**src/hw/rtl/ihex_pkg.sv**
```systemverilog
package ihex_pkg;

  // result kinds
  localparam logic KIND_DATA = 1'b0;
  localparam logic KIND_END  = 1'b1;

  // record types with special handling
  localparam logic [2:0] TYPE_DATA    = 3'd0;
  localparam logic [2:0] TYPE_SEGMENT = 3'd2;
  localparam logic [2:0] TYPE_LINEAR  = 3'd4;

  localparam logic [7:0] CHAR_COLON   = 8'h3A;
  localparam logic [7:0] MAX_LEN_RST  = 8'hFF;

  // parser phase: 0 hunts for a colon, 1..10 walk the record nibbles
  typedef logic [3:0] phase_t;

  localparam phase_t PH_HUNT     = 4'd0;
  localparam phase_t PH_COUNT_HI = 4'd1;
  localparam phase_t PH_COUNT_LO = 4'd2;
  localparam phase_t PH_ADDRH_LO = 4'd4;
  localparam phase_t PH_ADDRL_LO = 4'd6;
  localparam phase_t PH_TYPE_LO  = 4'd8;
  localparam phase_t PH_DATA_HI  = 4'd9;
  localparam phase_t PH_DATA_LO  = 4'd10;

  typedef struct packed {
    logic        kind;
    logic [31:0] base_address;
    logic [7:0]  byte_offset;
    logic [7:0]  data_value;
    logic [2:0]  record_kind;
    logic        checksum_bad;
    logic        short_record;
    logic [15:0] segment_value;
  } result_t;

endpackage

```
**src/hw/rtl/ihex_parse_core.sv**
```systemverilog
module ihex_parse_core (
  input  logic                 clk,
  input  logic                 rst_n,
  input  logic                 fire,
  input  logic [7:0]           char_in,
  input  logic [7:0]           max_len,
  output logic                 res_valid,
  output ihex_pkg::result_t    res
);

  ihex_pkg::phase_t phase_r, phase_nxt;
  logic [7:0]  pend_r, pend_nxt;
  logic [7:0]  decl_r, decl_nxt;
  logic [7:0]  recv_r, recv_nxt;
  logic [31:0] addr_r, addr_nxt;
  logic [15:0] seg_r, seg_nxt;
  logic [2:0]  typ_r, typ_nxt;
  logic [7:0]  fdb0_r, fdb0_nxt;
  logic [7:0]  fdb1_r, fdb1_nxt;
  logic [7:0]  sum_r, sum_nxt;

  logic        is_hex;
  logic        is_colon;
  logic [3:0]  nib;
  logic        active;
  logic        hi_nib;
  logic [7:0]  pend_upd;
  logic [7:0]  fdb0_upd, fdb1_upd;

  // record close
  logic [7:0]  fin_pend;
  logic [7:0]  fin_fdb0, fin_fdb1;
  logic [7:0]  fin_sum;
  logic        fin_emit;
  logic [15:0] fin_seg;
  logic [31:0] fin_addr;
  ihex_pkg::result_t fin_res;
  logic        do_finish;

  always_comb begin
    is_hex = 1'b1;
    nib    = 4'd0;
    if (char_in >= 8'h30 && char_in <= 8'h39) begin
      nib = 4'(char_in - 8'h30);
    end else if (char_in >= 8'h41 && char_in <= 8'h46) begin
      nib = 4'(char_in - 8'h37);
    end else if (char_in >= 8'h61 && char_in <= 8'h66) begin
      nib = 4'(char_in - 8'h57);
    end else begin
      is_hex = 1'b0;
    end
  end

  assign is_colon = (char_in == ihex_pkg::CHAR_COLON);
  assign active   = is_hex && (phase_r != ihex_pkg::PH_HUNT) &&
                    (phase_r <= ihex_pkg::PH_DATA_LO);
  assign hi_nib   = phase_r[0];
  assign pend_upd = hi_nib ? {nib, 4'd0} : (pend_r | {4'd0, nib});

  // header bytes also land in slot 0 while nothing has been received
  always_comb begin
    fdb0_upd = fdb0_r;
    fdb1_upd = fdb1_r;
    if (recv_r == 8'd0) begin
      fdb0_upd = hi_nib ? {nib, 4'd0} : (fdb0_r | {4'd0, nib});
    end else if (recv_r == 8'd1) begin
      fdb1_upd = hi_nib ? {nib, 4'd0} : (fdb1_r | {4'd0, nib});
    end
  end

  assign fin_pend = is_colon ? pend_r : pend_upd;
  assign fin_fdb0 = is_colon ? fdb0_r : fdb0_upd;
  assign fin_fdb1 = is_colon ? fdb1_r : fdb1_upd;
  assign fin_sum  = recv_r + {5'd0, typ_r} + addr_r[7:0] + addr_r[15:8] + sum_r;
  assign fin_emit = !(recv_r == 8'd0 && typ_r == ihex_pkg::TYPE_DATA);
  assign fin_seg  = (typ_r == ihex_pkg::TYPE_SEGMENT) ? {fin_fdb0, fin_fdb1} : seg_r;
  assign fin_addr = (typ_r == ihex_pkg::TYPE_LINEAR) ? {fin_fdb0, fin_fdb1, addr_r[15:0]}
                                                      : addr_r;

  always_comb begin
    fin_res.kind          = ihex_pkg::KIND_END;
    fin_res.base_address  = addr_r;
    fin_res.byte_offset   = recv_r;
    fin_res.data_value    = 8'd0;
    fin_res.record_kind   = typ_r;
    fin_res.checksum_bad  = ((8'd0 - fin_sum) ^ fin_pend) != 8'd0;
    fin_res.short_record  = recv_r < decl_r;
    fin_res.segment_value = fin_seg;
  end

  always_comb begin
    phase_nxt = phase_r;
    pend_nxt  = pend_r;
    decl_nxt  = decl_r;
    recv_nxt  = recv_r;
    addr_nxt  = addr_r;
    seg_nxt   = seg_r;
    typ_nxt   = typ_r;
    fdb0_nxt  = fdb0_r;
    fdb1_nxt  = fdb1_r;
    sum_nxt   = sum_r;
    do_finish = 1'b0;
    res_valid = 1'b0;
    res       = fin_res;

    if (fire && is_colon) begin
      phase_nxt = ihex_pkg::PH_COUNT_HI;
      do_finish = 1'b1;
    end else if (fire && active) begin
      pend_nxt = pend_upd;
      fdb0_nxt = fdb0_upd;
      fdb1_nxt = fdb1_upd;
      if (hi_nib) begin
        phase_nxt = phase_r + 4'd1;
      end else begin
        phase_nxt = phase_r + 4'd1;
        unique case (phase_r)
          ihex_pkg::PH_COUNT_LO: begin
            decl_nxt = pend_upd;
            if (pend_upd > max_len) begin
              phase_nxt = ihex_pkg::PH_HUNT;
              do_finish = 1'b1;
            end
          end
          ihex_pkg::PH_ADDRH_LO: addr_nxt = {addr_r[31:16], pend_upd, 8'd0};
          ihex_pkg::PH_ADDRL_LO: addr_nxt = addr_r | {24'd0, pend_upd};
          ihex_pkg::PH_TYPE_LO: begin
            if (pend_upd[7:3] != 5'd0) begin
              phase_nxt = ihex_pkg::PH_HUNT;
            end else begin
              typ_nxt = pend_upd[2:0];
            end
          end
          default: begin
            if (recv_r < decl_r) begin
              recv_nxt  = recv_r + 8'd1;
              sum_nxt   = sum_r + pend_upd;
              phase_nxt = ihex_pkg::PH_DATA_HI;
              res_valid = 1'b1;
              res.kind          = ihex_pkg::KIND_DATA;
              res.base_address  = addr_r;
              res.byte_offset   = recv_r;
              res.data_value    = pend_upd;
              res.record_kind   = typ_r;
              res.checksum_bad  = 1'b0;
              res.short_record  = 1'b0;
              res.segment_value = seg_r;
            end else begin
              phase_nxt = ihex_pkg::PH_HUNT;
              do_finish = 1'b1;
            end
          end
        endcase
      end
    end

    if (do_finish && fin_emit) begin
      res_valid = 1'b1;
      addr_nxt  = fin_addr;
      seg_nxt   = fin_seg;
      recv_nxt  = 8'd0;
      typ_nxt   = ihex_pkg::TYPE_DATA;
      sum_nxt   = 8'd0;
    end
  end

  always_ff @(posedge clk) begin
    if (!rst_n) begin
      phase_r <= ihex_pkg::PH_HUNT;
      pend_r  <= 8'd0;
      decl_r  <= 8'd0;
      recv_r  <= 8'd0;
      addr_r  <= 32'd0;
      seg_r   <= 16'd0;
      typ_r   <= 3'd0;
      fdb0_r  <= 8'd0;
      fdb1_r  <= 8'd0;
      sum_r   <= 8'd0;
    end else begin
      phase_r <= phase_nxt;
      pend_r  <= pend_nxt;
      decl_r  <= decl_nxt;
      recv_r  <= recv_nxt;
      addr_r  <= addr_nxt;
      seg_r   <= seg_nxt;
      typ_r   <= typ_nxt;
      fdb0_r  <= fdb0_nxt;
      fdb1_r  <= fdb1_nxt;
      sum_r   <= sum_nxt;
    end
  end

endmodule

```
**src/hw/rtl/intel_hex_record_parser_top.sv**
```systemverilog
// intel hex record parser: takes one ascii character per input beat and turns the
// text stream into one result beat per decoded data byte plus one end-of-record beat
// carrying the record type, checksum-error and short-record flags (none for an empty
// type 0 record). a colon starts a new record from anywhere, characters that are
// neither hex digits nor a colon are dropped, and records whose count exceeds
// max_data_length or whose type is above 7 are discarded silently. type 4 records
// set the upper 16 address bits, type 2 the segment value. the parser state advances
// per character, so one character is accepted every clock while in_stall is low;
// results are registered in an output register backed by a one-beat skid stage, so
// in_stall only rises once both hold a result the sink has not taken.
// max_data_length resets to 255 and should only be written while the parser is idle.
module intel_hex_record_parser_top (
  input  logic        clk,
  input  logic        rst_n,
  // character input
  input  logic        in_valid,
  output logic        in_stall,
  input  logic [7:0]  in_char_in,
  // result output
  output logic        out_valid,
  input  logic        out_stall,
  output logic        out_kind,
  output logic [31:0] out_base_address,
  output logic [7:0]  out_byte_offset,
  output logic [7:0]  out_data_value,
  output logic [2:0]  out_record_kind,
  output logic        out_checksum_bad,
  output logic        out_short_record,
  output logic [15:0] out_segment_value,
  // configuration write
  input  logic        cfg_valid,
  output logic        cfg_ready,
  input  logic [7:0]  cfg_max_data_length
);

  logic [7:0] max_len_r;

  logic in_fire;
  logic core_valid;
  ihex_pkg::result_t core_res;

  // output register plus skid stage
  logic out_valid_r, out_valid_nxt;
  logic skid_valid_r, skid_valid_nxt;
  ihex_pkg::result_t out_r, out_nxt;
  ihex_pkg::result_t skid_r, skid_nxt;
  logic out_take;
  logic new_res;

  assign cfg_ready = 1'b1;
  assign in_stall  = skid_valid_r;
  assign in_fire   = in_valid && !in_stall;

  always_ff @(posedge clk) begin
    if (!rst_n) begin
      max_len_r <= ihex_pkg::MAX_LEN_RST;
    end else if (cfg_valid && cfg_ready) begin
      max_len_r <= cfg_max_data_length;
    end
  end

  ihex_parse_core u_core (
    .clk       (clk),
    .rst_n     (rst_n),
    .fire      (in_fire),
    .char_in   (in_char_in),
    .max_len   (max_len_r),
    .res_valid (core_valid),
    .res       (core_res)
  );

  assign out_take = out_valid_r && !out_stall;
  assign new_res  = in_fire && core_valid;

  always_comb begin
    out_valid_nxt  = out_valid_r;
    skid_valid_nxt = skid_valid_r;
    out_nxt        = out_r;
    skid_nxt       = skid_r;
    if (skid_valid_r) begin
      // input is stalled, drain the skid beat once the output moves
      if (out_take) begin
        out_nxt        = skid_r;
        skid_valid_nxt = 1'b0;
      end
    end else if (new_res) begin
      if (!out_valid_r || out_take) begin
        out_nxt       = core_res;
        out_valid_nxt = 1'b1;
      end else begin
        skid_nxt       = core_res;
        skid_valid_nxt = 1'b1;
      end
    end else if (out_take) begin
      out_valid_nxt = 1'b0;
    end
  end

  always_ff @(posedge clk) begin
    if (!rst_n) begin
      out_valid_r  <= 1'b0;
      skid_valid_r <= 1'b0;
    end else begin
      out_valid_r  <= out_valid_nxt;
      skid_valid_r <= skid_valid_nxt;
    end
  end

  // payload registers carry no reset
  always_ff @(posedge clk) begin
    out_r  <= out_nxt;
    skid_r <= skid_nxt;
  end

  assign out_valid         = out_valid_r;
  assign out_kind          = out_r.kind;
  assign out_base_address  = out_r.base_address;
  assign out_byte_offset   = out_r.byte_offset;
  assign out_data_value    = out_r.data_value;
  assign out_record_kind   = out_r.record_kind;
  assign out_checksum_bad  = out_r.checksum_bad;
  assign out_short_record  = out_r.short_record;
  assign out_segment_value = out_r.segment_value;

`ifndef SYNTHESIS
  // skid stage only fills behind a held output beat
  a_skid_behind_out: assert property (@(posedge clk) disable iff (!rst_n)
    skid_valid_r |-> out_valid_r)
    else $error("skid beat held with empty output register");

  // stall only rises when a new result met a blocked output
  a_stall_cause: assert property (@(posedge clk) disable iff (!rst_n)
    $rose(in_stall) |-> $past(new_res && out_valid_r && out_stall))
    else $error("input stalled without a blocked result");

  // an output beat taken with nothing behind it leaves the output empty
  a_out_drains: assert property (@(posedge clk) disable iff (!rst_n)
    (out_take && !skid_valid_r && !new_res) |=> !out_valid_r)
    else $error("output beat repeated after being taken");

  // end-of-record beats never carry a data byte
  a_end_no_data: assert property (@(posedge clk) disable iff (!rst_n)
    (out_valid_r && out_r.kind == ihex_pkg::KIND_END) |-> out_r.data_value == 8'd0)
    else $error("end-of-record beat with non-zero data");
`endif

endmodule
```
**config.mk**
```make
export PLATFORM = sky130hd
export DESIGN_NAME = intel_hex_record_parser_top
export DESIGN_NICKNAME = d
export VERILOG_FILES = /design/src/hw/rtl/ihex_pkg.sv /design/src/hw/rtl/ihex_parse_core.sv /design/src/hw/rtl/intel_hex_record_parser_top.sv
export SDC_FILE = /design/constraint.sdc
export NUM_CORES = 1
export LEC_CHECK = 0
export BUFFER_PORTS_ARGS = -buffer_cell sky130_fd_sc_hd__buf_2
export CAP_MARGIN = 20
export CORE_ASPECT_RATIO = 0.9
export CORE_MARGIN = 5
export CORE_UTILIZATION = 65
export CTS_CLUSTER_SIZE = 24
export DETAILED_ROUTE_END_ITERATION = 10
export MAX_ROUTING_LAYER = met4
export PLACE_DENSITY_LB_ADDON = 0.3
export SETUP_SLACK_MARGIN = 0.2
export SYNTH_ARGS = -nofsm -noshare
export SYNTH_HDL_FRONTEND = slang
export SYNTH_SLANG_ARGS = --single-unit
```
**constraint.sdc**
```tcl
create_clock -name clk -period 14.94 [get_ports clk]
set_input_delay 2.988 -clock clk [delete_from_list [all_inputs] [get_ports clk]]
set_output_delay 2.988 -clock clk [all_outputs]
set_load 0.1 [all_outputs]
```
==> impl_metrics.tcl, run 1 <==
set metrics [dict create \
    viasPerCell 5.81 \
    synthArstFlopShare 0 \
    cts.sinks 253 \
    syn_nets 1171 \
    die_area_mm2 0.0212 \
    worst_slew_pin_slew_ns 1.06 \
    drt_iter0_drc 806 \
    setup_viol 0 \
    hold_start "u_core.addr_r[19]" \
    post_dp_cell_area_mm2 0.0127 \
    finalCritPeriodShare 0.566 \
    syn_to_final_growth_pct 12.6 \
    drc 0 \
    clk_pin_slew_ns 0.06 \
    htreeDepth 1 \
    rows 47 \
    dpl_worst_slack_ns 6.04 \
    p_leak_uw 0.00521 \
    fin_area_mm2 0.0135 \
    coreArea_mm2 0.0182 \
    cts_buffers 25 \
    drv_cap 0 \
    dp_hpwl_mm 19.5 \
    fin_crit_ns 8.46 \
    cts_resized 0 \
    timing.critical_path.buf_inv 2 \
    grt_pass1_vias 7895 \
    crit-reg2reg-launch "u_core.phase_r[0]" \
    startpoint "in_char_in[3]" \
    synth_cells 1086 \
    fp.dieH_um 139 \
    clock_latency_ns 0.52 \
    max_stage_delay_ns 0.93 \
    path_class "in -> reg" \
    tns_ns 0 \
    setup_slack_ns 6.48 \
    routed_wl_mm 27.2 \
    crit_path_max_fanout 46 \
    synth_cell_types 70 \
    finalMaxSlewViolations 0 \
    gp_congestion 0.954 \
    hold_end "skid_r[56]" \
    dr.pass1.iters 6 \
    worstRegToRegCells 11 \
    cts_hold_buf 0 \
    crit_path_cell_trace "buf_2 -> or4b_4 -> a311oi_4 -> a22o_1 -> nor2_1 -> nor2_1 -> ha_1 -> nand2_1 -> o21ai_0 -> maj3_1 -> or2_2 -> nand4_1 -> nand3_1 -> a21oi_4 -> buf_4" \
    swShare 0.197 \
    p_seq_frac 0.530 \
    grt_use_total 0.262 \
    ys_seq_area_frac 0.540 \
    cts_max_path_buffers 3 \
    status "completed" \
    synth_warnings 0 \
    startpoint_type "input pin" \
    hp-class "reg -> reg" \
    io_buffers 92 \
    p_int_uw 1100 \
    grt_setup_unrepaired "no" \
    grt_first_pass_wirelength_mm 43.7 \
    yosys_register_bits 253 \
    required_ns 15.09 \
    clock.fmax_mhz 118 \
    holdPathStages 0 \
    drive_gt1_frac 0.192 \
    synth.avg_cell_area_um2 11.0 \
    cts_tree "done" \
    finalHoldViolCount 0 \
    post_cts.repair.setup_buffers 0 \
    clock-root-buffer "clkbuf_16" \
    clkPwrFrac 0.450 \
    rrSetupSlack_ns 9.77 \
    syn_area_mm2 0.0120 \
    initial_core_util 0.657 \
    synth_top_flop_cell "edfxtp_1" \
    worst_path_most_repeated_cell "nor2_1" \
    switching_power_uw 271 \
    grt.overflow.total 0 \
    cp.depth 15 \
    cp-end-kind "flip-flop" \
    ios 94 \
    antenna_found_initial 1 \
    finalNetCount 1252 \
    die_w_um 153 \
    timing.slew.headroom 0.291 \
    reg2reg_to "skid_r[35]" \
    pwr-share-comb 0.020 \
    synth_edf_count 140 \
    postRouteAntennaNets 0 \
    fin_worst_skew_ns 0.0100 \
    ir_worst_vdd_v 0.0000899 \
    post_drt_wl_per_cell_um 19.0 \
    p_per_area_mw_per_mm2 102 \
    cp.arrival_ns 8.61 \
    cp_slowest_cell "a21oi_4" \
    fillCellCount 1274 \
    via_count 8317 \
    grt_max_degree 74 \
    worst_path_dominant_cell_family "simple AND/OR/NAND/NOR gates" \
]
-- synthesized netlist by cell type (3+ instances only) --
master     instances  share of area
buf_1              7         0.0022
or3_1              8         0.0042
o21a_1             3         0.0019
dfxtp_1          113           0.19
o21ai_0           28          0.012
o31ai_1            5         0.0031
o211ai_1           6         0.0038
nor2b_1            4         0.0021
and2_1             3         0.0016
nor4_1             7         0.0037
a21o_1            12         0.0075
mux2_2            65          0.061
nor3_1            10         0.0042
and3_1             5         0.0026
nand4_1            7         0.0037
inv_2              4         0.0013
o22ai_1            4         0.0021
nand2_1           77          0.024
or2_2              5         0.0026
a211oi_1          20          0.013
xnor2_1           27          0.020
o2111ai_1          3         0.0022
clkbuf_1          32          0.010
buf_2              7         0.0029
mux2i_1           43          0.036
nand3_1            9         0.0038
xor2_1             4         0.0029
fa_1              17          0.028
nand2b_1           6         0.0031
ha_1              47          0.049
nor2_1           152          0.048
inv_1             75          0.024
a21oi_1           84          0.035
edfxtp_1         140           0.35
-- final cells by class --
| type | count | area [µm²] | area share |
|---|---|---|---|
| sequential | 253 | 6470 | 0.480 |
| clock inverter | 11 | 108 | 0.00798 |
| antenna | 1 | 2.50 | 0.000186 |
| timing repair buffer | 101 | 528 | 0.0392 |
| tap | 245 | 307 | 0.0227 |
| clock buffer | 35 | 714 | 0.0530 |
| inverter | 79 | 297 | 0.0220 |
| multi-input combinational | 707 | 5060 | 0.375 |
-- worst max-delay path by stage --
stage                          end  slack, ns
5_1_grt                 skid_r[35]       6.12
6_report                skid_r[35]       6.48
3_5_place_dp            skid_r[35]       6.04
3_3_place_gp            skid_r[35]       6.22
4_1_cts                 skid_r[35]       6.54
2_1_floorplan  out_base_address[0]       4.56
-- worst register-to-register path: stages, from the launching register on --
cell,delay (ns)
dfxtp_1,0.31
inv_1,0.32
ha_1,0.43
nor2b_1,0.09
o22ai_1,0.33
o2111ai_1,0.17
buf_4,0.24
nor2_1,0.46
and2_1,0.56
inv_2,0.43
a21oi_4,0.83
buf_4,0.63
-- power by group through the flow --
stage          combinational, µW  sequential [µW]  clock (µW)
2_1_floorplan               17.6              744           0
3_3_place_gp                25.9              744           0
3_5_place_dp                26.5              744           0
4_1_cts                     26.6              729         629
5_1_grt                     29.8              729         662
6_report                    27.1              729         620
-- registers in the layout, indices dropped and copies added (netlist names), 16 cells and up --
register and cells:
out_segment_value 16, u_core.seg_r 16, out_base_address 32, u_core.addr_r 32
skid_r 70
-- placed cells by master, fill, tap and decap left out, types with 12 or more instances in the layout --
cell,n
a21oi_1,83
a211oi_1,20
clkbuf_16,26
o21ai_0,28
inv_1,75
fa_1,17
a21o_1,12
buf_2,92
nand2_1,77
ha_1,47
nor2_1,152
dfxtp_1,112
mux2_2,65
edfxtp_1,140
xnor2_1,27
mux2i_1,43
-- stage by stage --
step,total power (µW),cells,hold WS (ns),util
2_1_floorplan,761,1086,0.408,-
3_3_place_gp,770,1385,0.411,0.694
3_5_place_dp,771,1385,0.413,0.694
4_1_cts,1380,1431,0.427,0.739
5_1_grt,1420,1432,0.438,0.739
6_report,1380,1432,0.427,0.739
-- cell families (layout without fill, tap and decap cells) --
family | Yosys count | count (layout) | share of synthesized area
XOR/XNOR | 31 | 31 | 0.0227
AO/OA/AOI/OAI | 194 | 194 | 0.105
multiplexers | 108 | 108 | 0.0971
flip-flops | 253 | 253 | 0.540
other | 1 | 2 | 0.000313
buffers and inverters | 126 | 226 | 0.0405
AND/OR/NAND/NOR | 307 | 307 | 0.115
adder cells (fa/ha/maj) | 66 | 66 | 0.0792
-- routing by layer --
layer,up-vias,GRT usage,wire length [µm],share of wire
met5,-,-,0,0
met4,0,0.0464,407,0.015
met3,34,0.0552,2590,0.095
met2,360,0.377,11700,0.43
met1,3923,0.393,12500,0.46
li1,4000,-,-,-
Note: power is estimated with default switching activity, not from simulation.
==> run 2, diff against run 1 <==
- CORE_UTILIZATION: 65 -> 60
- clock period: 14.94 -> 8.2 ns (I/O delays scaled with it)
==> impl_metrics.tcl, run 2 (synthesis results as in run 1) <==
set metrics [dict create \
    status "completed" \
    clock-root-buffer "clkbuf_16" \
    crit-reg2reg-launch "u_core.typ_r[1]" \
    largest_reg_flops 70 \
    p_per_area_mw_per_mm2 186 \
    cp.arrival_ns 6.43 \
    grt_max_degree 74 \
    rrSetupSlack_ns 3.65 \
    cts_max_path_buffers 3 \
    rows 49 \
    setup_viol 0 \
    fin_worst_skew_ns 0.0117 \
    drc 0 \
    antenna_found_initial 0 \
    regMostFlops "skid_r" \
    required_ns 8.35 \
    die_area_mm2 0.0229 \
    drt_iter0_drc 739 \
    pwr-share-comb 0.020 \
    io_buffers 92 \
    cts.sinks 253 \
    p_seq_frac 0.526 \
    gp_congestion 1.00 \
    clock_latency_ns 0.53 \
    setup_slack_ns 1.92 \
    finalCritPeriodShare 0.766 \
    post_drt_wl_per_cell_um 19.4 \
    switching_power_uw 506 \
    grt_use_total 0.251 \
    cp-end-kind "flip-flop" \
    grt_pass1_vias 8159 \
    cts_hold_buf 0 \
    finalMaxSlewViolations 0 \
    finalHoldViolCount 0 \
    drive_gt1_frac 0.195 \
    via_count 8458 \
    path_class "in -> reg" \
    clkPwrFrac 0.455 \
    layout_common_cells "nor2_1 (152), edfxtp_1 (140), dfxtp_1 (112)" \
    tns_ns 0 \
    routed_wl_mm 28.0 \
    dp_hpwl_mm 19.7 \
    dpl_worst_slack_ns 1.42 \
    fin_crit_ns 6.28 \
    syn_to_final_growth_pct 13.2 \
    post_cts.repair.setup_buffers 0 \
    postRouteAntennaNets 0 \
    drv_cap 0 \
    startpoint_type "input pin" \
    cts_tree "done" \
    p_leak_uw 0.00524 \
    p_int_uw 2020 \
    crit_path_max_fanout 70 \
    reg2reg_to "out_checksum_bad" \
    htreeDepth 1 \
    crit_end "out_segment_value[10]" \
    viasPerCell 5.85 \
    ir_worst_vdd_v 0.000139 \
    worstRegToRegCells 14 \
    final_util 0.684 \
    swShare 0.200 \
    dr.pass1.iters 5 \
    final_common_cell "nor2_1" \
    worst_slew_pin_slew_ns 1.06 \
    cts_resized 0 \
    grt_first_pass_wirelength_mm 45.1 \
    finalNetCount 1257 \
    die_w_um 159 \
    hp-class "reg -> reg" \
    grt.overflow.total 0 \
    fp.dieH_um 144 \
    timing.slew.headroom 0.293 \
    hold_start "u_core.addr_r[17]" \
    ios 94 \
    cts_buffers 26 \
    finalNonFillerCells 1447 \
    clock.fmax_mhz 159 \
    startpoint "in_char_in[0]" \
    initial_core_util 0.605 \
    coreArea_mm2 0.0198 \
    dp.cells 1399 \
    grt_setup_unrepaired "no" \
    total_power_uw 2530 \
    clk_pin_slew_ns 0.06 \
    n_antenna_cell 0 \
]
run 2: metal layers:
metal	vias to the layer above	GRT usage	wire (µm)
li1	4007	-	-
met1	4084	0.367	13100
met2	322	0.373	12300
met3	45	0.0519	2200
met4	0	0.0462	446
met5	-	-	0
run 2: power by group through the flow:
stage | clock, µW | combinational (µW) | sequential (µW)
after global routing | 1220 | 54.2 | 1330
after floorplan | 0 | 32.1 | 1350
final | 1150 | 49.5 | 1330
after detailed placement | 0 | 48.2 | 1360
after CTS | 1160 | 48.9 | 1330
after global placement | 0 | 47.1 | 1360
run 2: layout make-up:
class	instances	area, µm²
multi-input combinational	707	5060
timing repair buffer	105	571
clock buffer	43	818
tap	255	319
inverter	79	297
fill	1500	6250
sequential	253	6470
clock inverter	5	25.0
run 2: metrics by stage:
step	hold slack (ns)	area [µm²]
floorplan	0.408	12000
global placement	0.410	12700
detailed placement	0.413	12700
CTS	0.428	13600
global route	0.458	13600
finish	0.428	13600
run 2: worst max-delay path, cell delays in order:
cell     delay [ns]
buf_2          0.15
inv_1          0.11
ha_1           0.22
nor3b_1        0.49
nor3_1         0.18
or2_2          0.41
nor2_1         0.35
nor2_1         0.14
inv_1          0.09
ha_1           0.23
nand2_1        0.09
o21ai_0        0.11
maj3_1         0.33
or2_2          0.29
nand4_1        0.24
nand3_1        0.12
buf_4          0.22
a32oi_4        0.22
buf_4          0.73
run 2: how the worst min path moves through the flow:
| stage | to | slack (ns) | cells past startpoint |
|---|---|---|---|
| floorplan | skid_r[54] | 0.41 | 0 |
| global placement | skid_r[56] | 0.41 | 0 |
| detailed placement | skid_r[54] | 0.41 | 0 |
| CTS | skid_r[54] | 0.43 | 0 |
| global route | skid_r[54] | 0.46 | 0 |
| finish | skid_r[54] | 0.43 | 0 |
==> run 3, diff against run 2 <==
- clock period: 8.2 -> 6.6 ns (I/O delays scaled with it)
==> impl_metrics.tcl, run 3 (synthesis results as in run 1) <==
set metrics [dict create \
    drt_iter0_drc 752 \
    p_per_area_mw_per_mm2 244 \
    worst_path_dominant_cell_family "simple AND/OR/NAND/NOR gates" \
    ios 94 \
    cts_max_path_buffers 3 \
    post_cts.repair.setup_buffers 0 \
    largest_reg_flops 70 \
    hold_slack_ns 0.436 \
    grt.overflow.total 0 \
    setup_slack_ns 0.793 \
    dp_hpwl_mm 19.5 \
    grt_max_degree 74 \
    initial_core_util 0.605 \
    post_dp_cell_area_mm2 0.0128 \
    finalCritPeriodShare 0.880 \
    startpoint_type "input pin" \
    n_antenna_cell 0 \
    ir_worst_vdd_v 0.000179 \
    rows 49 \
    antenna_found_initial 0 \
    timing.slew.headroom 0.318 \
    post_drt_wl_per_cell_um 19.5 \
    finalMaxSlewViolations 0 \
    status "completed" \
    dpl_worst_slack_ns 0.391 \
    postRouteAntennaNets 0 \
    p_leak_uw 0.00536 \
    grt_first_pass_wirelength_mm 45.1 \
    fin_area_mm2 0.0138 \
    drv_cap 0 \
    grt_pass1_vias 8379 \
    io_buffers 92 \
    regMostFlops "skid_r" \
    tns_ns 0 \
    grt_use_total 0.251 \
    coreArea_mm2 0.0198 \
    via_count 8695 \
    die_area_mm2 0.0229 \
    finalHoldViolCount 0 \
    clock-root-buffer "clkbuf_16" \
    final_util 0.697 \
    max_stage_delay_ns 0.52 \
    hp-class "reg -> reg" \
    cts.sinks 253 \
    fin_crit_ns 5.81 \
    drive_gt1_frac 0.206 \
    crit_path_cell_trace "buf_2 -> inv_1 -> ha_1 -> nor3b_1 -> nor3_1 -> or2_2 -> nor2_1 -> nor2_1 -> inv_1 -> ha_1 -> nand2_1 -> o21ai_0 -> maj3_1 -> or2_2 -> nand4_1 -> nand3_1 -> buf_4 -> a21oi_4 -> buf_12" \
    cp.arrival_ns 6.01 \
    syn_to_final_growth_pct 15.2 \
    dr.pass1.iters 5 \
    crit_path_max_fanout 50 \
    worst_slew_pin_slew_ns 1.02 \
    cts_resized 0 \
    finalNetCount 1266 \
    final_common_cell "nor2_1" \
    clk_pin_slew_ns 0.06 \
    die_w_um 159 \
    path_class "in -> reg" \
    fp.dieH_um 144 \
    layout_common_cells "nor2_1 (152), edfxtp_1 (140), dfxtp_1 (112)" \
    setup_viol 0 \
    cts_buffers 26 \
    required_ns 6.80 \
    fin_worst_skew_ns 0.0222 \
    drc 0 \
    clock_latency_ns 0.54 \
    gp_congestion 0.930 \
    clock.fmax_mhz 172 \
    timing.critical_path.buf_inv 5 \
    viasPerCell 5.97 \
    cts_hold_buf 0 \
    grt_setup_unrepaired "no" \
    htreeDepth 1 \
    cts_tree "done" \
    routed_wl_mm 28.4 \
    cp-end-kind "flip-flop" \
    cp_slowest_cell "nor3b_1" \
]
-- run 3: changes by cell type in the layout (fill, tap and decap cells not counted), moves of 2 or more --
| cell | previous run | this run |
|---|---|---|
| bufinv_16 | 0 | 7 |
| buf_4 | 12 | 17 |
| clkbuf_8 | 4 | 2 |
| clkbuf_16 | 29 | 26 |
| clkinv_4 | 0 | 2 |
| clkbuf_1 | 10 | 3 |
| buf_12 | 1 | 4 |
-- run 3: power by group --
part           total [µW]  switching [µW]  internal, µW
logic                63.3            43.8          19.6
clock network        1650             621          1020
registers            1650            1.72          1650
total                3360             667          2690
-- run 3: worst register-to-register path, cell delays in order, from the launching register on --
cell and delay (ns):
dfxtp_1 0.46, inv_1 0.19, fa_1 0.57, inv_1 0.07
fa_1 0.51, fa_1 0.43, inv_1 0.07, ha_1 0.16
inv_1 0.06, fa_1 0.39, xnor2_1 0.37, xnor2_1 0.17
a32oi_1 0.15, or3_1 0.38, o221a_2 0.24
-- run 3: path summary, 6_finish.rpt --
| check | depth (start not counted) | startpoint | slack, ns | to |
|---|---|---|---|---|
| worst max-delay path | 19 | in_char_in[0] | 0.79 | skid_r[37] |
| worst min-delay path | 0 | u_core.addr_r[19] | 0.44 | skid_r[56] |
| worst max register to register | 14 | u_core.typ_r[1] | 2.12 | out_checksum_bad |
| worst min register to register | 0 | u_core.addr_r[19] | 0.44 | skid_r[56] |
-- run 3: routing by layer --
metal	track usage	share of wire	routed length, µm
met2	0.367	0.43	12300
met4	0.0530	0.016	455
met3	0.0536	0.095	2710
met1	0.367	0.45	12900
met5	-	0	0
-- run 3: final cells by class --
type                            count  area [µm²]
Tap cell                          255         319
Clock inverter                     17         284
Timing Repair Buffer              114         681
Clock buffer                       31         689
Fill cell                        1406        6010
Sequential cell                   253        6470
Inverter                           79         297
Multi-Input combinational cell    707        5060
-- run 3: per-stage QoR --
stage	total power (µW)	std cells
2_1_floorplan	1720	1086
3_5_place_dp	1740	1406
6_report	3360	1456
3_3_place_gp	1740	1406
5_1_grt	3460	1456
4_1_cts	3380	1454
